### config.mk
export PLATFORM = sky130hd
export DESIGN_NAME = nfca_cascade_uid_assembler
export DESIGN_NICKNAME = d
export VERILOG_FILES = /design/src/hw/rtl/nfca_cua_pkg.sv /design/src/hw/rtl/nfca_cua_level_chk.sv /design/src/hw/rtl/nfca_cua_uid_acc.sv /design/src/hw/rtl/nfca_cascade_uid_assembler.sv
export SDC_FILE = /design/constraint.sdc
export NUM_CORES = 1
export LEC_CHECK = 0
export ABC_AREA = 1
export BUFFER_PORTS_ARGS = -buffer_cell sky130_fd_sc_hd__buf_2
export CAP_MARGIN = 20
export CORE_MARGIN = 10
export CORE_UTILIZATION = 63
export CTS_CLUSTER_DIAMETER = 60
export DETAILED_ROUTE_END_ITERATION = 8
export PLACE_DENSITY = 0.94
export REMOVE_ABC_BUFFERS = 1
export SYNTH_ARGS = -nofsm -noshare
export SYNTH_HDL_FRONTEND = slang
export SYNTH_SLANG_ARGS = --single-unit
### constraint.sdc
create_clock -name clock -period 11.1 [get_ports clock]
set_clock_uncertainty 0.1 [all_clocks]
set_input_delay 1.11 -clock clock [delete_from_list [all_inputs] [get_ports clock]]
set_output_delay 1.11 -clock clock [all_outputs]
set_load 0.005 [all_outputs]
### src/hw/rtl/nfca_cua_pkg.sv
package nfca_cua_pkg;

   // Capacity of the UID store and the width of a count that can reach it.
   localparam int UID_MAX_BYTES = 10;
   localparam int BYTE_CNT_W    = $clog2(UID_MAX_BYTES + 1);

   localparam logic [7:0] CASCADE_TAG     = 8'h88;
   localparam logic [7:0] SAK_CASCADE_BIT = 8'h04;
   localparam logic [1:0] MAX_LEVELS      = 2'd3;

   // Bytes that one level adds to the UID.
   localparam logic [2:0] NEED_CASCADE = 3'd3;
   localparam logic [2:0] NEED_FINAL   = 3'd4;

   // Legal final UID lengths.
   localparam logic [3:0] LEN_SINGLE = 4'd4;
   localparam logic [3:0] LEN_DOUBLE = 4'd7;
   localparam logic [3:0] LEN_TRIPLE = 4'd10;

   typedef struct packed {
      logic [7:0] resp_byte0;
      logic [7:0] resp_byte1;
      logic [7:0] resp_byte2;
      logic [7:0] resp_byte3;
      logic [7:0] check_byte;
      logic [7:0] select_ack;
      logic       last_level;
   } req_item_type;

   typedef struct packed {
      logic        status;
      logic [3:0]  uid_length;
      logic [63:0] uid_low;
      logic [15:0] uid_high;
      logic [7:0]  final_sak;
   } rsp_item_type;

   typedef struct packed {
      logic [BYTE_CNT_W-1:0] byte_count;
      logic [1:0]            level_count;
   } acc_state_type;

   typedef struct packed {
      logic       cascade;
      logic       bad;
      logic [2:0] need;
   } level_chk_type;

endpackage

### src/hw/rtl/nfca_cua_level_chk.sv
module nfca_cua_level_chk (
   input  nfca_cua_pkg::req_item_type  item,
   input  nfca_cua_pkg::acc_state_type acc_state,
   output nfca_cua_pkg::level_chk_type chk
);
   import nfca_cua_pkg::*;

   logic                  bcc_bad;
   logic                  is_cascade;
   logic                  sak_bit;
   logic                  role_bad;
   logic                  too_many;
   logic                  overflow;
   logic [2:0]            need;
   logic [BYTE_CNT_W:0]   fill_sum;

   // A cascade tag must precede further levels and announce them in the SAK;
   // any other level must close the UID with the cascade bit clear.
   always_comb begin
      bcc_bad    = (item.resp_byte0 ^ item.resp_byte1 ^ item.resp_byte2 ^ item.resp_byte3)
                   != item.check_byte;
      is_cascade = item.resp_byte0 == CASCADE_TAG;
      sak_bit    = (item.select_ack & SAK_CASCADE_BIT) != 8'd0;
      too_many   = acc_state.level_count >= MAX_LEVELS;
      if (is_cascade) begin
         role_bad = item.last_level || !sak_bit;
         need     = NEED_CASCADE;
      end else begin
         role_bad = !item.last_level || sak_bit;
         need     = NEED_FINAL;
      end
      fill_sum = {1'b0, acc_state.byte_count} + (BYTE_CNT_W + 1)'(need);
      overflow = fill_sum > (BYTE_CNT_W + 1)'(UID_MAX_BYTES);

      chk.cascade = is_cascade;
      chk.need    = need;
      chk.bad     = bcc_bad || role_bad || too_many || overflow;
   end

endmodule

### src/hw/rtl/nfca_cua_uid_acc.sv
module nfca_cua_uid_acc (
   input  logic                        clock,
   input  logic                        reset,
   input  logic                        step,
   input  nfca_cua_pkg::req_item_type  item,
   input  nfca_cua_pkg::level_chk_type chk,
   output nfca_cua_pkg::acc_state_type acc_state,
   output nfca_cua_pkg::rsp_item_type  result
);
   import nfca_cua_pkg::*;

   logic [7:0]            store_ff [UID_MAX_BYTES];
   logic [7:0]            store_in [UID_MAX_BYTES];
   logic [BYTE_CNT_W-1:0] byte_count_ff;
   logic [BYTE_CNT_W-1:0] byte_count_in;
   logic [1:0]            level_count_ff;
   logic [1:0]            level_count_in;
   logic                  error_seen_ff;
   logic                  error_seen_in;
   logic                  append;
   logic                  fail;
   logic [7:0]            resp_bytes [4];

   assign resp_bytes[0] = item.resp_byte0;
   assign resp_bytes[1] = item.resp_byte1;
   assign resp_bytes[2] = item.resp_byte2;
   assign resp_bytes[3] = item.resp_byte3;

   // Each store entry picks its byte from this level when it falls inside the
   // window that starts at the current fill count.
   always_comb begin
      logic [BYTE_CNT_W-1:0] rel;
      logic [1:0]            src;
      error_seen_in = error_seen_ff || chk.bad;
      append        = !error_seen_in;
      for (int j = 0; j < UID_MAX_BYTES; j++) begin
         rel         = BYTE_CNT_W'(j) - byte_count_ff;
         src         = rel[1:0] + {1'b0, chk.cascade};
         store_in[j] = store_ff[j];
         if (append && (BYTE_CNT_W'(j) >= byte_count_ff) && (rel < BYTE_CNT_W'(chk.need))) begin
            store_in[j] = resp_bytes[src];
         end
      end
      byte_count_in  = append ? byte_count_ff + BYTE_CNT_W'(chk.need) : byte_count_ff;
      level_count_in = (level_count_ff < MAX_LEVELS) ? level_count_ff + 2'd1 : level_count_ff;

      fail = error_seen_in || !((byte_count_in == BYTE_CNT_W'(LEN_SINGLE)) ||
                                (byte_count_in == BYTE_CNT_W'(LEN_DOUBLE)) ||
                                (byte_count_in == BYTE_CNT_W'(LEN_TRIPLE)));

      result.status     = fail;
      result.uid_length = fail ? 4'd0 : 4'(byte_count_in);
      for (int i = 0; i < 8; i++) begin
         result.uid_low[8*i +: 8] = fail ? 8'd0 : store_in[i];
      end
      result.uid_high  = fail ? 16'd0 : {store_in[9], store_in[8]};
      result.final_sak = fail ? 8'd0 : item.select_ack;
   end

   always_ff @(posedge clock) begin
      if (reset || (step && item.last_level)) begin
         for (int j = 0; j < UID_MAX_BYTES; j++) begin
            store_ff[j] <= 8'd0;
         end
         byte_count_ff  <= '0;
         level_count_ff <= 2'd0;
         error_seen_ff  <= 1'b0;
      end else if (step) begin
         store_ff       <= store_in;
         byte_count_ff  <= byte_count_in;
         level_count_ff <= level_count_in;
         error_seen_ff  <= error_seen_in;
      end
   end

   assign acc_state.byte_count  = byte_count_ff;
   assign acc_state.level_count = level_count_ff;

endmodule

### src/hw/rtl/nfca_cascade_uid_assembler.sv
// Channel | Direction | Handshake             | Payload
// req_    | in        | req_valid / req_ready | req_item (one cascade level)
// rsp_    | out       | rsp_valid / rsp_ready | rsp_item (assembled UID)
//
// One level is accepted per cycle while no last level waits. An accepted level
// sits in the input register, where it is checked and merged into the UID store;
// the result of a last level appears in the output register on the next edge.
// Levels that are not last never wait. A last level waits in the input register
// only while the output register holds a result that has not been taken.
// Reset is synchronous and clears the store, the counts and both valid flags.
module nfca_cascade_uid_assembler (
   input  logic                       clock,
   input  logic                       reset,
   input  logic                       req_valid,
   output logic                       req_ready,
   input  nfca_cua_pkg::req_item_type req_item,
   output logic                       rsp_valid,
   input  logic                       rsp_ready,
   output nfca_cua_pkg::rsp_item_type rsp_item
);
   import nfca_cua_pkg::*;

   logic          in_valid_ff;
   logic          in_valid_in;
   req_item_type  in_item_ff;
   logic          rsp_valid_ff;
   logic          rsp_valid_in;
   rsp_item_type  rsp_item_ff;
   rsp_item_type  result;
   acc_state_type acc_state;
   level_chk_type chk;
   logic          step;
   logic          emit;

   // The held level is processed this cycle unless it would produce a result
   // and the output register cannot take one.
   assign step      = in_valid_ff && (!in_item_ff.last_level || !rsp_valid_ff || rsp_ready);
   assign emit      = step && in_item_ff.last_level;
   assign req_ready = !in_valid_ff || step;

   nfca_cua_level_chk u_level_chk (
      .item      (in_item_ff),
      .acc_state (acc_state),
      .chk       (chk)
   );

   nfca_cua_uid_acc u_uid_acc (
      .clock     (clock),
      .reset     (reset),
      .step      (step),
      .item      (in_item_ff),
      .chk       (chk),
      .acc_state (acc_state),
      .result    (result)
   );

   always_comb begin
      in_valid_in = in_valid_ff;
      if (req_ready) begin
         in_valid_in = req_valid;
      end
      rsp_valid_in = rsp_valid_ff && !rsp_ready;
      if (emit) begin
         rsp_valid_in = 1'b1;
      end
   end

   always_ff @(posedge clock) begin
      if (reset) begin
         in_valid_ff  <= 1'b0;
         rsp_valid_ff <= 1'b0;
      end else begin
         in_valid_ff  <= in_valid_in;
         rsp_valid_ff <= rsp_valid_in;
      end
   end

   // Payload registers load without reset.
   always_ff @(posedge clock) begin
      if (req_valid && req_ready) begin
         in_item_ff <= req_item;
      end
      if (emit) begin
         rsp_item_ff <= result;
      end
   end

   assign rsp_valid = rsp_valid_ff;
   assign rsp_item  = rsp_item_ff;

   // A processed last level must leave a result in the output register.
   a_emit_loads: assert property (@(posedge clock) disable iff (reset)
      emit |=> rsp_valid_ff)
      else $error("last level processed but no result registered");

   // A delivered result is either malformed and zeroed, or has a legal length.
   a_rsp_shape: assert property (@(posedge clock) disable iff (reset)
      rsp_valid_ff |-> (rsp_item_ff.status ?
         (rsp_item_ff.uid_length == 4'd0 && rsp_item_ff.uid_low == 64'd0) :
         (rsp_item_ff.uid_length == LEN_SINGLE || rsp_item_ff.uid_length == LEN_DOUBLE ||
          rsp_item_ff.uid_length == LEN_TRIPLE)))
      else $error("result length does not match status");

   // The accumulator starts afresh after every result.
   a_clear_after_emit: assert property (@(posedge clock) disable iff (reset)
      emit |=> (acc_state.byte_count == '0 && acc_state.level_count == 2'd0))
      else $error("UID state not cleared after result");

   // The fill count never passes the store capacity.
   a_fill_bound: assert property (@(posedge clock) disable iff (reset)
      acc_state.byte_count <= BYTE_CNT_W'(UID_MAX_BYTES))
      else $error("UID store overfilled");

endmodule
* Yosys cells after proc, flatten, opt, wreduce, memory -nomap -nowiden *
Cells that the tools add are included.

storage, ports and cells
  register bits = 231
  output and inout bits = 95
  logic and storage cells = 190

cells by class
  $add $sub $neg = 23
  magnitude comparators = 33
  equal/unequal tests = 5
  multiplexer cells = 44
  bitwise operators = 13
  reduce and logical (&&, ||, !) cells = 45

operators with widths
  kind                                                            number
  2-to-1 mux 8 bit                                                30
  binary-select mux 8 bit (select 2 bit)                          10
  < comparator 4 x 3 -> 1 bit                                     10
  >= comparator 3 bit (second input constant)                     10
  inverter 2 -> 3 bit                                             10
  logical AND 1 bit                                               24
  bitwise XOR 8 bit                                               3
  adder 2 x 1 -> 2 bit                                            10
  >= comparator 3 x 4 -> 1 bit (first input constant)             4
  subtractor 3 x 4 -> 4 bit (first input constant)                4
  logical OR 1 bit                                                13
  equality test 4 x 3 -> 1 bit (second input constant)            2
  equality test 8 bit (second input constant)                     1
  >= comparator 1 x 4 -> 1 bit (first input constant)             2
  >= comparator 2 x 4 -> 1 bit (first input constant)             2
  >= comparator 4 bit (first input constant)                      2
  inequality test 8 bit                                           1
  subtractor 1 x 4 -> 4 bit (first input constant)                2
  subtractor 2 x 4 -> 4 bit (first input constant)                2
  subtractor 4 bit (first input constant)                         2
  logical NOT 1 bit                                               7
  adder 4 x 3 -> 5 bit                                            1
  greater-than comparator 5 x 4 -> 1 bit (second input constant)  1
  adder 4 x 3 -> 4 bit                                            1
  8 further kinds                                                 9

* Depth between registers and ports, before layout *
Gate-level depths: netlist (run 1).

  word-level depth = 14
  mapped depth = 27

* By module *
From an unflattened synthesis (run 1), not the netlist that was laid out.

second synthesis, totals
  cell total of the unflattened synthesis = 1576
  area, all modules = 12331.8 um^2

modules (own cells, without submodules)
  module                      instances  cells an instance  area an instance (um^2)  seq. area each (um^2)
  nfca_cua_uid_acc            1          1251               7150.6                   1741.7
  nfca_cascade_uid_assembler  1          160                4383.0                   4304.1
  nfca_cua_level_chk          1          165                798.3                    0.0

* Least setup slack after synthesis (run 1) *
OpenSTA, ideal clock, no wires.

  path kind = in2reg
  start point = in rsp_ready
  end point = reg rsp_item_ff, in the netlist rsp_item[0], enable pin
  library setup time = 0.447 ns
  arrival time = 3.388 ns
  setup slack = 7.164 ns
  cell stages on the path = 6
  buffers on the path = 0
  cell sequence = nor2_1 > nand2_1 > nand2_1 > inv_2 > nand2_1 > inv_1

between the ends
  word-level cells in the longest chain between the ends = 3

ends and longest elaborated chain
  element               RTL line                          text
  from (decl)           nfca_cascade_uid_assembler.sv:18  input logic rsp_ready,
  logical OR 1 bit      nfca_cascade_uid_assembler.sv:37  assign step = in_valid_ff && (!in_item_ff.last_level || !rsp_valid_ff || rsp_ready);
  logical AND 1 bit     nfca_cascade_uid_assembler.sv:37
  logical AND 1 bit     nfca_cascade_uid_assembler.sv:38  assign emit = step && in_item_ff.last_level;
  net emit              nfca_cascade_uid_assembler.sv:33  logic emit;
  to (signal assigned)  nfca_cascade_uid_assembler.sv:84  rsp_item_ff <= result;
  to (decl)             nfca_cascade_uid_assembler.sv:28  rsp_item_type rsp_item_ff;

The timed path passes the listed nets, and every way through them passes these cells.
A chain may end at the register's enable or synchronous reset.

* Final worst setup path (run 1) *
  start point = reg in_item_ff[43] (netlist name)
  end point = reg rsp_item_ff, in the netlist rsp_item[16], data pin

between the ends
  word-level cells in the longest chain between the ends = 14
  elaborated cells between the ends (all ways) = 32
  classes of those cells = add/sub: 3; order compare: 2; eq/ne: 5; mux: 7; bitwise: 4; reduce/logical: 11

ends and longest elaborated chain
  element                                                                        RTL line                          text
  from (decl)                                                                    nfca_cascade_uid_assembler.sv:25  req_item_type in_item_ff;
  from (signal assigned)                                                         nfca_cascade_uid_assembler.sv:81  in_item_ff <= req_item;
  parallel branches: the longest is 14 deep, another holds adder 4 x 3 -> 5 bit  -

Parallel ways; which one is timed is not known. The select of a mux whose other input is x is not followed.

==> results.sh, run 1 <==
export IMPL_period_minus_slack_ps=4838
export IMPL_grtUsageMet2_pct=39.20
export IMPL_placedCellCount=1720
export IMPL_wl_per_cell_um=15.89
export IMPL_arrival_ps=4950
export IMPL_dr_pass1_iters=5
export IMPL_drc=0
export IMPL_hold_depth=2
export IMPL_status="finished, final reports clean"
export IMPL_maxCapViolCount=0
export IMPL_ir_drop_mv=0.1702
export IMPL_syn_area_sq_um=11400
export IMPL_slowest_stage="nand2_4"
export IMPL_dieArea_sq_um=23880
export IMPL_rows=49
export IMPL_cts_sinks=231
export IMPL_nets=1600
export IMPL_crit_path_max_incr_delay_ps=720
export IMPL_htreeDepth=1
export IMPL_cts_root_buf="clkbuf_16"
export IMPL_endpoint_kind="register"
export IMPL_clk_pin_slew_ps=70
export IMPL_mostFrequentLayoutCells="nand2_1, inv_1, nor2_1"
export IMPL_grt_usage_pct=22.80
export IMPL_final_cells=1765
export IMPL_drt_iter0_markers=739
export IMPL_seq_area_frac_synth_pct=53.02
export IMPL_finalHoldViolCount=0
export IMPL_cp_common_cell="nand2_1"
export IMPL_grt_overflow=0
export IMPL_core_area_sq_um=17900
export IMPL_drive_gt1_share_pct=14.97
export IMPL_tightest_slew_ps=1027
export IMPL_routed_wl_um=28050
export IMPL_fmax_mhz=206.7
export IMPL_syn_area_per_cell_sq_um=8.157
export IMPL_busiest_layer="met2"
export IMPL_reg2reg_depth=21
export IMPL_antenna_found_initial=0
export IMPL_vias=9442
export IMPL_ios=148
export IMPL_synth_main_ff_cell="edfxtp_1"
export IMPL_layout_commonest_cell="nand2_1"
export IMPL_power_density_nw_per_um2=155.4
export IMPL_max_slew_margin_pct=31.53
export IMPL_ys_async_sr_fraction_pct=0
export IMPL_rsz0062_at_grt="false"
export IMPL_hpwl_um=19120
export IMPL_postLayoutCoreUtil_pct=72.75
export IMPL_cts_buffer_depth=3
export IMPL_place_gp_congestion=0.9048
export IMPL_yosys_warnings=0
export IMPL_cts_buffers=24
export IMPL_clock_latency_ps=520
export IMPL_ys_ff_latch=231
export IMPL_critPathRequiredTime_ps=11210
export IMPL_synth_edf_count=142
export IMPL_cts_resized=0
export IMPL_hp_class="reg2reg"
export IMPL_leakagePower_uw=0.005935
export IMPL_fp_dieW_um=154.5
export IMPL_fill_cells=1269
export IMPL_setup_violations=0
export IMPL_post_route_period_util_pct=43.58
export IMPL_vias_per_cell=5.350
export IMPL_dieHeight_um=154.5
export IMPL_path_class="reg2reg"
export IMPL_cp_start_kind="register"
export IMPL_grtUsageMet1_pct=27.40
export IMPL_diodes=0
export IMPL_cp_max_fo=92
export IMPL_multi_input_area_sq_um=4085
export IMPL_regArea_sq_um=6046
export IMPL_grt_start_max_net_pins=93
export IMPL_post_cts_repair_setup_buffers=0
export IMPL_grt_first_pass_wirelength_um=45380
export IMPL_fin_setup_tns_ps=0
export IMPL_crit_chain="inv_1 > nand2_1 > nor2_2 > nand2_2 > inv_1 > ha_1 > fa_1 > inv_1 > o21ai_0 > nand3_1 > nand2_1 > inv_1 > nand2_2 > nor2_4 > nand2_1 > nand2_1 > nor2_1 > nand3_1 > nand2_1 > nand2_4 > nor2_1"
export IMPL_portBuffers=147
export IMPL_floorplan_initialDensity_pct=63.70
export IMPL_area_growth_pct=14.21
export IMPL_synthCells=1398
export IMPL_ant_nets=0
export IMPL_cts_tree="done"
export IMPL_whs_ps=354.7
export IMPL_finalMaxSlewViolations=0
export IMPL_yosysUniqueCellTypes=41
export IMPL_grt_use_met3_pct=4.603
export IMPL_grt_pass1_vias=9200
export IMPL_ctsHoldBuffers=0
[power by group]
| part | switching (uW) | total, uW | internal [uW] |
|---|---|---|---|
| Combinational | 152 | 228 | 76.0 |
| Sequential | 24.8 | 976 | 951 |
| Clock | 331 | 820 | 488 |
| Total | 508 | 2020 | 1520 |
[flip-flops by register name, indices dropped and copies added (netlist names)]
signal and count:
in_item_ff 49, rsp_item 93, u_uid_acc.level_count_ff 2, in_valid_ff 1, u_uid_acc.error_seen_ff 1, u_uid_acc.store_ff 80, u_uid_acc.byte_count_ff 4, rsp_valid 1
[worst paths after layout]
| path | from | end | slack, ps |
|---|---|---|---|
| setup / recovery | in_item_ff[43]$_DFFE_PP_ | rsp_item[16]$_SDFFCE_PP0P_ | 6260 |
| hold / removal | u_uid_acc.level_count_ff[1]$_SDFFE_PP0P_ | u_uid_acc.level_count_ff[1]$_SDFFE_PP0P_ | 350 |
| setup reg to reg | in_item_ff[43]$_DFFE_PP_ | rsp_item[16]$_SDFFCE_PP0P_ | 6260 |
| hold reg to reg | u_uid_acc.level_count_ff[1]$_SDFFE_PP0P_ | u_uid_acc.level_count_ff[1]$_SDFFE_PP0P_ | 350 |
[cells by family after synthesis]
family	count (synthesis)	share of synthesized area [%]
AND/OR/NAND/NOR	541	18.85
AO/OA/AOI/OAI	263	12.54
buffers and inverters	322	11.36
flip-flops	231	53.02
XOR/XNOR	12	0.9217
adder cells (fa/ha/maj)	29	3.314
[metrics by stage]
step	worst slack, ps	instance area (sq um)	power [uW]
global route	5806	13020	2103
finish	6262	13020	2024
floorplan	5611	11090	1137
CTS	6254	13010	2029
global placement	6400	12190	1205
detailed placement	6279	12190	1216
[synthesized netlist by cell type (2+ instances only)]
cell	n	area share, %
a211oi_1	2	0.13
a21oi_1	39	1.7
a31oi_1	2	0.11
buf_1	8	0.26
buf_2	6	0.26
buf_6	10	0.99
clkbuf_1	36	1.2
clkinv_1	2	0.066
dfxtp_1	89	16
edfxtp_1	142	37
fa_1	2	0.35
ha_1	27	3.0
inv_1	253	8.3
inv_2	6	0.20
nand2_1	262	8.6
nand2_2	3	0.16
nand3_1	20	0.88
nand3b_1	3	0.20
nor2_1	225	7.4
nor2_2	16	0.88
nor3_1	4	0.18
nor4_1	2	0.11
o211ai_1	32	2.1
o21ai_0	179	7.9
or2_2	2	0.11
xnor2_1	9	0.69
xor2_1	3	0.23
[area by class of cell]
cell class,instances,area share [%]
sequential,231,46.42
multi-input combinational,845,31.37
inverter,261,7.551
timing repair buffer,155,6.168
clock buffer,32,5.322
tap,229,2.200
clock inverter,12,0.9703
[layer usage]
| layer | part of all wire (%) | vias up |
|---|---|---|
| met2 | 49 | 369 |
| li1 | - | 4666 |
| met3 | 7.3 | 76 |
| met4 | 3.4 | 0 |
| met1 | 41 | 4331 |
| met5 | 0 | - |
[critical path: cells and delay by family, from the launching register on]
family / cells / cell delay, ps
AO/OA/AOI/OAI: 1 / 80
flip-flops: 1 / 440
adder cells (fa/ha/maj): 2 / 910
AND/OR/NAND/NOR: 14 / 2230
buffers and inverters: 4 / 670
No activity file was read; power rests on OpenSTA's default activity.
==> run 2: changes to the inputs <==
--- a/config.mk
+++ b/config.mk
@@ -9,10 +9,10 @@
 export BUFFER_PORTS_ARGS = -buffer_cell sky130_fd_sc_hd__buf_2
 export CAP_MARGIN = 20
 export CORE_MARGIN = 10
-export CORE_UTILIZATION = 63
+export CORE_UTILIZATION = 58
 export CTS_CLUSTER_DIAMETER = 60
 export DETAILED_ROUTE_END_ITERATION = 8
-export PLACE_DENSITY = 0.94
+export PLACE_DENSITY = 0.88
 export REMOVE_ABC_BUFFERS = 1
 export SYNTH_ARGS = -nofsm -noshare
 export SYNTH_HDL_FRONTEND = slang
==> constraint.sdc (replaced) <==
create_clock -name clock -period 4.83 [get_ports clock]
set_clock_uncertainty 0.1 [all_clocks]
set_input_delay 0.483 -clock clock [delete_from_list [all_inputs] [get_ports clock]]
set_output_delay 0.483 -clock clock [all_outputs]
set_load 0.005 [all_outputs]
==> results.sh, run 2 (synthesis results as in run 1) <==
export IMPL_status="finished, final reports clean"
export IMPL_finalHoldViolCount=0
export IMPL_cts_tree="done"
export IMPL_critPathRequiredTime_ps=5000
export IMPL_rows=51
export IMPL_place_gp_congestion=0.9057
export IMPL_power_density_nw_per_um2=350.0
export IMPL_endpoint_kind="register"
export IMPL_finalMaxSlewViolations=0
export IMPL_ios=148
export IMPL_core_area_sq_um=19400
export IMPL_post_route_period_util_pct=85.65
export IMPL_vias=9372
export IMPL_dr_pass1_iters=6
export IMPL_nets=1614
export IMPL_dieArea_sq_um=25670
export IMPL_period_minus_slack_ps=4137
export IMPL_grt_usage_pct=20.34
export IMPL_routed_wl_um=27550
export IMPL_area_growth_pct=15.81
export IMPL_postLayoutCoreUtil_pct=68.08
export IMPL_grt_first_pass_wirelength_um=43400
export IMPL_cp_max_fo=43
export IMPL_max_slew_margin_pct=53.08
export IMPL_grt_pass1_vias=8901
export IMPL_path_class="reg2reg"
export IMPL_ir_drop_mv=0.3218
export IMPL_rsz0062_at_grt="false"
export IMPL_htreeDepth=1
export IMPL_drc=0
export IMPL_maxCapViolCount=0
export IMPL_floorplan_initialDensity_pct=58.78
export IMPL_grt_start_max_net_pins=95
export IMPL_pwr_share_seq_pct=48.4
export IMPL_ant_nets=0
export IMPL_cts_buffer_depth=3
export IMPL_tightest_slew_ps=703.8
export IMPL_dieHeight_um=160.2
export IMPL_setup_violations=0
export IMPL_vias_per_cell=5.161
export IMPL_intPower_uw=3426
export IMPL_hpwl_um=18520
export IMPL_largest_register_ffs=93
export IMPL_wl_per_cell_um=15.17
export IMPL_arrival_ps=4300
export IMPL_hp_class="in2reg"
export IMPL_layout_commonest_cell="nand2_1"
export IMPL_cp_start_kind="register"
export IMPL_cts_buffers=25
export IMPL_fp_dieW_um=160.2
export IMPL_drive_gt1_share_pct=15.41
export IMPL_power_frac_clock_pct=40.0
export IMPL_antenna_found_initial=0
export IMPL_p_comb_share_pct=11.5
export IMPL_fmax_mhz=241.7
export IMPL_cts_sinks=231
export IMPL_switching_share_pct=25.89
export IMPL_drt_iter0_markers=809
export IMPL_portBuffers=147
export IMPL_diodes=0
export IMPL_grt_overflow=0
export IMPL_p_sw_uw=1197
export IMPL_finalPower_uw=4623
export IMPL_leakagePower_uw=0.005994
export IMPL_cts_root_buf="clkbuf_16"
export IMPL_mostFrequentLayoutCells="nand2_1, inv_1, nor2_1"
export IMPL_clk_pin_slew_ps=60
export IMPL_clock_latency_ps=540
## run 2: cell count changes in the layout (fill, tap and decap cells not counted), sizes merged
cell,delta
buf,+9
bufinv,-1
clkbuf,-3
clkinv,+2
clkinvlp,+3
dlygate4sd3,+4
inv,+1
## run 2: layout make-up
type                    count  area, sq um
clock buffers              29        670.6
clock inverters            17        137.6
fillers                  1512         6192
inverters                 261        983.4
multi-input cells         845         4085
flip-flops and latches    231         6046
well taps                 265        331.6
repair buffers            168        952.2
## run 2: worst paths after layout
check	cells after the start	slack, ps	startpoint	endpoint
worst max-delay path	22	690	in_item_ff[47]$_DFFE_PP_	rsp_item[67]$_SDFFCE_PP0P_
worst min-delay path	1	20	req_item[32]	in_item_ff[32]$_DFFE_PP_
worst max register to register	22	690	in_item_ff[47]$_DFFE_PP_	rsp_item[67]$_SDFFCE_PP0P_
worst min register to register	2	370	u_uid_acc.level_count_ff[1]$_SDFFE_PP0P_	u_uid_acc.level_count_ff[1]$_SDFFE_PP0P_
## run 2: routing by layer
metal	part of all wire (%)	up-vias	wire [um]	global-route usage (%)
li1	-	4697	-	-
met1	41	4255	11300	24.80
met2	48	347	13350	34.80
met3	7.3	73	2024	3.933
met4	3.2	0	880	7.888
met5	0	-	0	0
## run 2: power groups by stage
stage          sequential [uW]  clock, uW  combinational [uW]
6_report                  2240       1850                 534
5_1_grt                   2250       1970                 604
4_1_cts                   2240       1870                 522
3_5_place_dp              2280          0                 515
3_3_place_gp              2270          0                 499
2_1_floorplan             2270          0                 339
## run 2: critical path, cell delays in order (launching register included)
cell and delay (ps):
edfxtp_1 440, inv_2 80, nand2_1 70, nor2_2 150
nand2_2 110, inv_1 90, ha_1 320, fa_1 490
inv_1 80, o21ai_0 80, nand3_1 80, nand2_1 60
inv_1 60, nand2_2 90, nor2_4 310, nor2_1 110
nor2_2 110, nand2_1 60, nand3_1 130, nand2_1 110
nand2_4 350, buf_12 270, nor2_1 80
## run 2: metrics by stage
stage	setup slack (ps)	cell area, sq um	hold slack, ps	TNS, ps	cells
2_1_floorplan	-481.3	11090	329.3	-31370	1337
4_1_cts	734.0	13110	0.6810	0	1809
5_1_grt	389.6	13210	0.03558	0	1816
6_report	692.9	13210	18.11	0	1816
3_3_place_gp	980.3	12300	336.6	0	1763
3_5_place_dp	828.0	12300	358.6	0	1763
## run 2: what timing repair did
action	4_1_cts	5_1_grt
endpoints found under the setup margin	0	0
endpoints found under the hold margin	0	4
resized for setup	0	0
buffers inserted	0	0
hold buffers	0	4
==> run 3: changes to the inputs <==
--- a/config.mk
+++ b/config.mk
@@ -5,7 +5,7 @@
 export SDC_FILE = /design/constraint.sdc
 export NUM_CORES = 1
 export LEC_CHECK = 0
-export ABC_AREA = 1
+export ABC_AREA = 0
 export BUFFER_PORTS_ARGS = -buffer_cell sky130_fd_sc_hd__buf_2
 export CAP_MARGIN = 20
 export CORE_MARGIN = 10
==> results.sh, run 3 <==
export IMPL_routed_wl_um=25760
export IMPL_pwr_share_seq_pct=50.4
export IMPL_yosysUniqueCellTypes=57
export IMPL_fin_setup_tns_ps=0
export IMPL_dr_pass1_iters=5
export IMPL_cts_sinks=231
export IMPL_finalHoldViolCount=0
export IMPL_finalInstanceArea_sq_um=12910
export IMPL_placedCellCount=1250
export IMPL_switching_share_pct=21.48
export IMPL_multi_input_area_sq_um=4740
export IMPL_p_sw_uw=926.0
export IMPL_synth_main_ff_cell="edfxtp_1"
export IMPL_core_area_sq_um=18710
export IMPL_clock_latency_ps=510
export IMPL_clk_pin_slew_ps=60
export IMPL_fill_cells=1279
export IMPL_synthTopCellsByCount="mux2i_1, edfxtp_1, nand2_1, nor2_1, dfxtp_1"
export IMPL_area_growth_pct=16.76
export IMPL_rows=50
export IMPL_layout_commonest_cell="buf_2"
export IMPL_max_slew_margin_pct=30.67
export IMPL_floorplan_initialDensity_pct=59.11
export IMPL_htreeDepth=1
export IMPL_power_frac_clock_pct=43.0
export IMPL_power_density_nw_per_um2=333.9
export IMPL_grt_pass1_vias=7461
export IMPL_endpoint_kind="register"
export IMPL_cp_start_kind="register"
export IMPL_placed_cell_area_sq_um=12110
export IMPL_drc=0
export IMPL_vias_per_cell=5.875
export IMPL_cp_max_fo=12
export IMPL_syn_area_sq_um=11060
export IMPL_post_cts_repair_setup_buffers=0
export IMPL_synthTopCellsByArea="edfxtp_1, dfxtp_1, mux2i_1, mux4_2, nand2_1"
export IMPL_finalMaxSlewViolations=0
export IMPL_drive_gt1_share_pct=24.08
export IMPL_grtUsageMet2_pct=33.84
export IMPL_period_minus_slack_ps=4371
export IMPL_rsz0062_at_grt="false"
export IMPL_grt_start_max_net_pins=91
export IMPL_yosysMostFrequentCell="mux2i_1"
export IMPL_drt_iter0_markers=527
export IMPL_grt_usage_pct=20.51
export IMPL_arrival_ps=4640
export IMPL_fp_dieW_um=158.1
export IMPL_p_comb_share_pct=6.6
export IMPL_grt_overflow=0
export IMPL_ctsHoldBuffers=0
export IMPL_largest_register_ffs=93
export IMPL_synth_largest_area_cell="edfxtp_1"
export IMPL_fmax_mhz=228.8
export IMPL_diodes=0
export IMPL_maxCapViolCount=0
export IMPL_critPathRequiredTime_ps=5100
export IMPL_mostFrequentLayoutCells="buf_2, mux2i_1, edfxtp_1"
export IMPL_cts_root_buf="clkbuf_16"
export IMPL_nets=1124
export IMPL_syn_area_per_cell_sq_um=12.35
export IMPL_dieHeight_um=158.1
export IMPL_cts_buffers=23
export IMPL_status="finished, final reports clean"
export IMPL_ys_ff_latch=231
export IMPL_grt_use_met3_pct=3.664
export IMPL_yosysTopAreaCellShare_pct=38.57
export IMPL_seq_area_frac_synth_pct=54.68
export IMPL_yosys_warnings=0
export IMPL_dieArea_sq_um=24990
export IMPL_antenna_found_initial=0
export IMPL_cts_resized=0
export IMPL_ys_async_sr_fraction_pct=0
export IMPL_synth_edf_count=142
export IMPL_hp_class="in2reg"
export IMPL_setup_violations=0
export IMPL_cts_tree="done"
export IMPL_finalPower_uw=4310
export IMPL_post_route_period_util_pct=90.50
export IMPL_vias=7597
export IMPL_grtUsageMet1_pct=27.12
export IMPL_ant_nets=0
export IMPL_whs_ps=40.34
export IMPL_grt_first_pass_wirelength_um=40940
export IMPL_wl_per_cell_um=19.92
export IMPL_regArea_sq_um=6046
export IMPL_path_class="reg2reg"
export IMPL_ir_drop_mv=0.2883
export IMPL_leakagePower_uw=0.005358
export IMPL_tightest_slew_ps=1033
export IMPL_place_gp_congestion=0.9484
export IMPL_intPower_uw=3384
export IMPL_ios=148
export IMPL_busiest_layer="met2"
export IMPL_hpwl_um=18290
export IMPL_portBuffers=147
export IMPL_cts_buffer_depth=3
export IMPL_synthCells=895
export IMPL_final_cells=1293
## run 3: cell types whose count changed in the layout (fill, tap and decap cells not counted), moves of 12 or more
cell / delta
inv_1: -227
o21ai_0: -167
nand2_1: -156
mux2i_1: +144
nor2_1: -121
mux4_2: +32
o211ai_1: -30
nor2_2: -16
xnor2_1: +12
## run 3: cells by family after synthesis
group / count (synthesis) / synth area share, %
AND/OR/NAND/NOR: 272 / 11.18
flip-flops: 231 / 54.68
multiplexers: 176 / 19.55
buffers and inverters: 74 / 2.693
AO/OA/AOI/OAI: 73 / 4.311
XOR/XNOR: 40 / 4.164
adder cells (fa/ha/maj): 29 / 3.417
## run 3: worst paths after layout
kind	start	end	slack (ps)	cells past startpoint
worst min-delay path	req_item[29]	in_item_ff[29]$_DFFE_PP_	40	1
worst max-delay path	in_item_ff[43]$_DFFE_PP_	u_uid_acc.store_ff[56]$_SDFFE_PP0P_	460	10
worst min register to register	u_uid_acc.store_ff[7]$_SDFFE_PP0P_	u_uid_acc.store_ff[7]$_SDFFE_PP0P_	360	2
worst max register to register	in_item_ff[43]$_DFFE_PP_	u_uid_acc.store_ff[56]$_SDFFE_PP0P_	460	10
## run 3: power by group through the flow
stage	Sequential (uW)	Combinational [uW]	Clock (uW)
final	2170	286	1850
after global routing	2180	307	1960
after CTS	2170	282	1880
after detailed placement	2220	280	0
after global placement	2210	275	0
after floorplan	2210	161	0
## run 3: layout make-up
cell class	instances	share of cell area, %
Inverter	25	0.7269
Clock inverter	10	1.202
Sequential cell	231	46.83
Multi-Input combinational cell	590	36.71
Tap cell	234	2.268
Clock buffer	32	4.875
Timing Repair Buffer	171	7.385
## run 3: routing by layer
metal / routed length [um] / vias to the layer above
met5: 0 / -
li1: - / 3540
met3: 2141 / 37
met2: 12530 / 348
met4: 585 / 0
met1: 10510 / 3672
## run 3: worst max-delay path: stages, from the launching register on
cell and delay (ps):
edfxtp_1 500, or4b_1 600, or2_2 360, inv_1 100
buf_4 210, ha_1 310, fa_1 490, a21oi_1 310
o211ai_4 200, or4_1 830, mux2i_1 200
## run 3: stage by stage
step,setup WS [ps],utilization (%)
CTS,492.8,68.91
global route,264.3,69.02
detailed placement,537.1,64.72
finish,458.7,69.02
global placement,636.6,64.72
floorplan,-2291,-
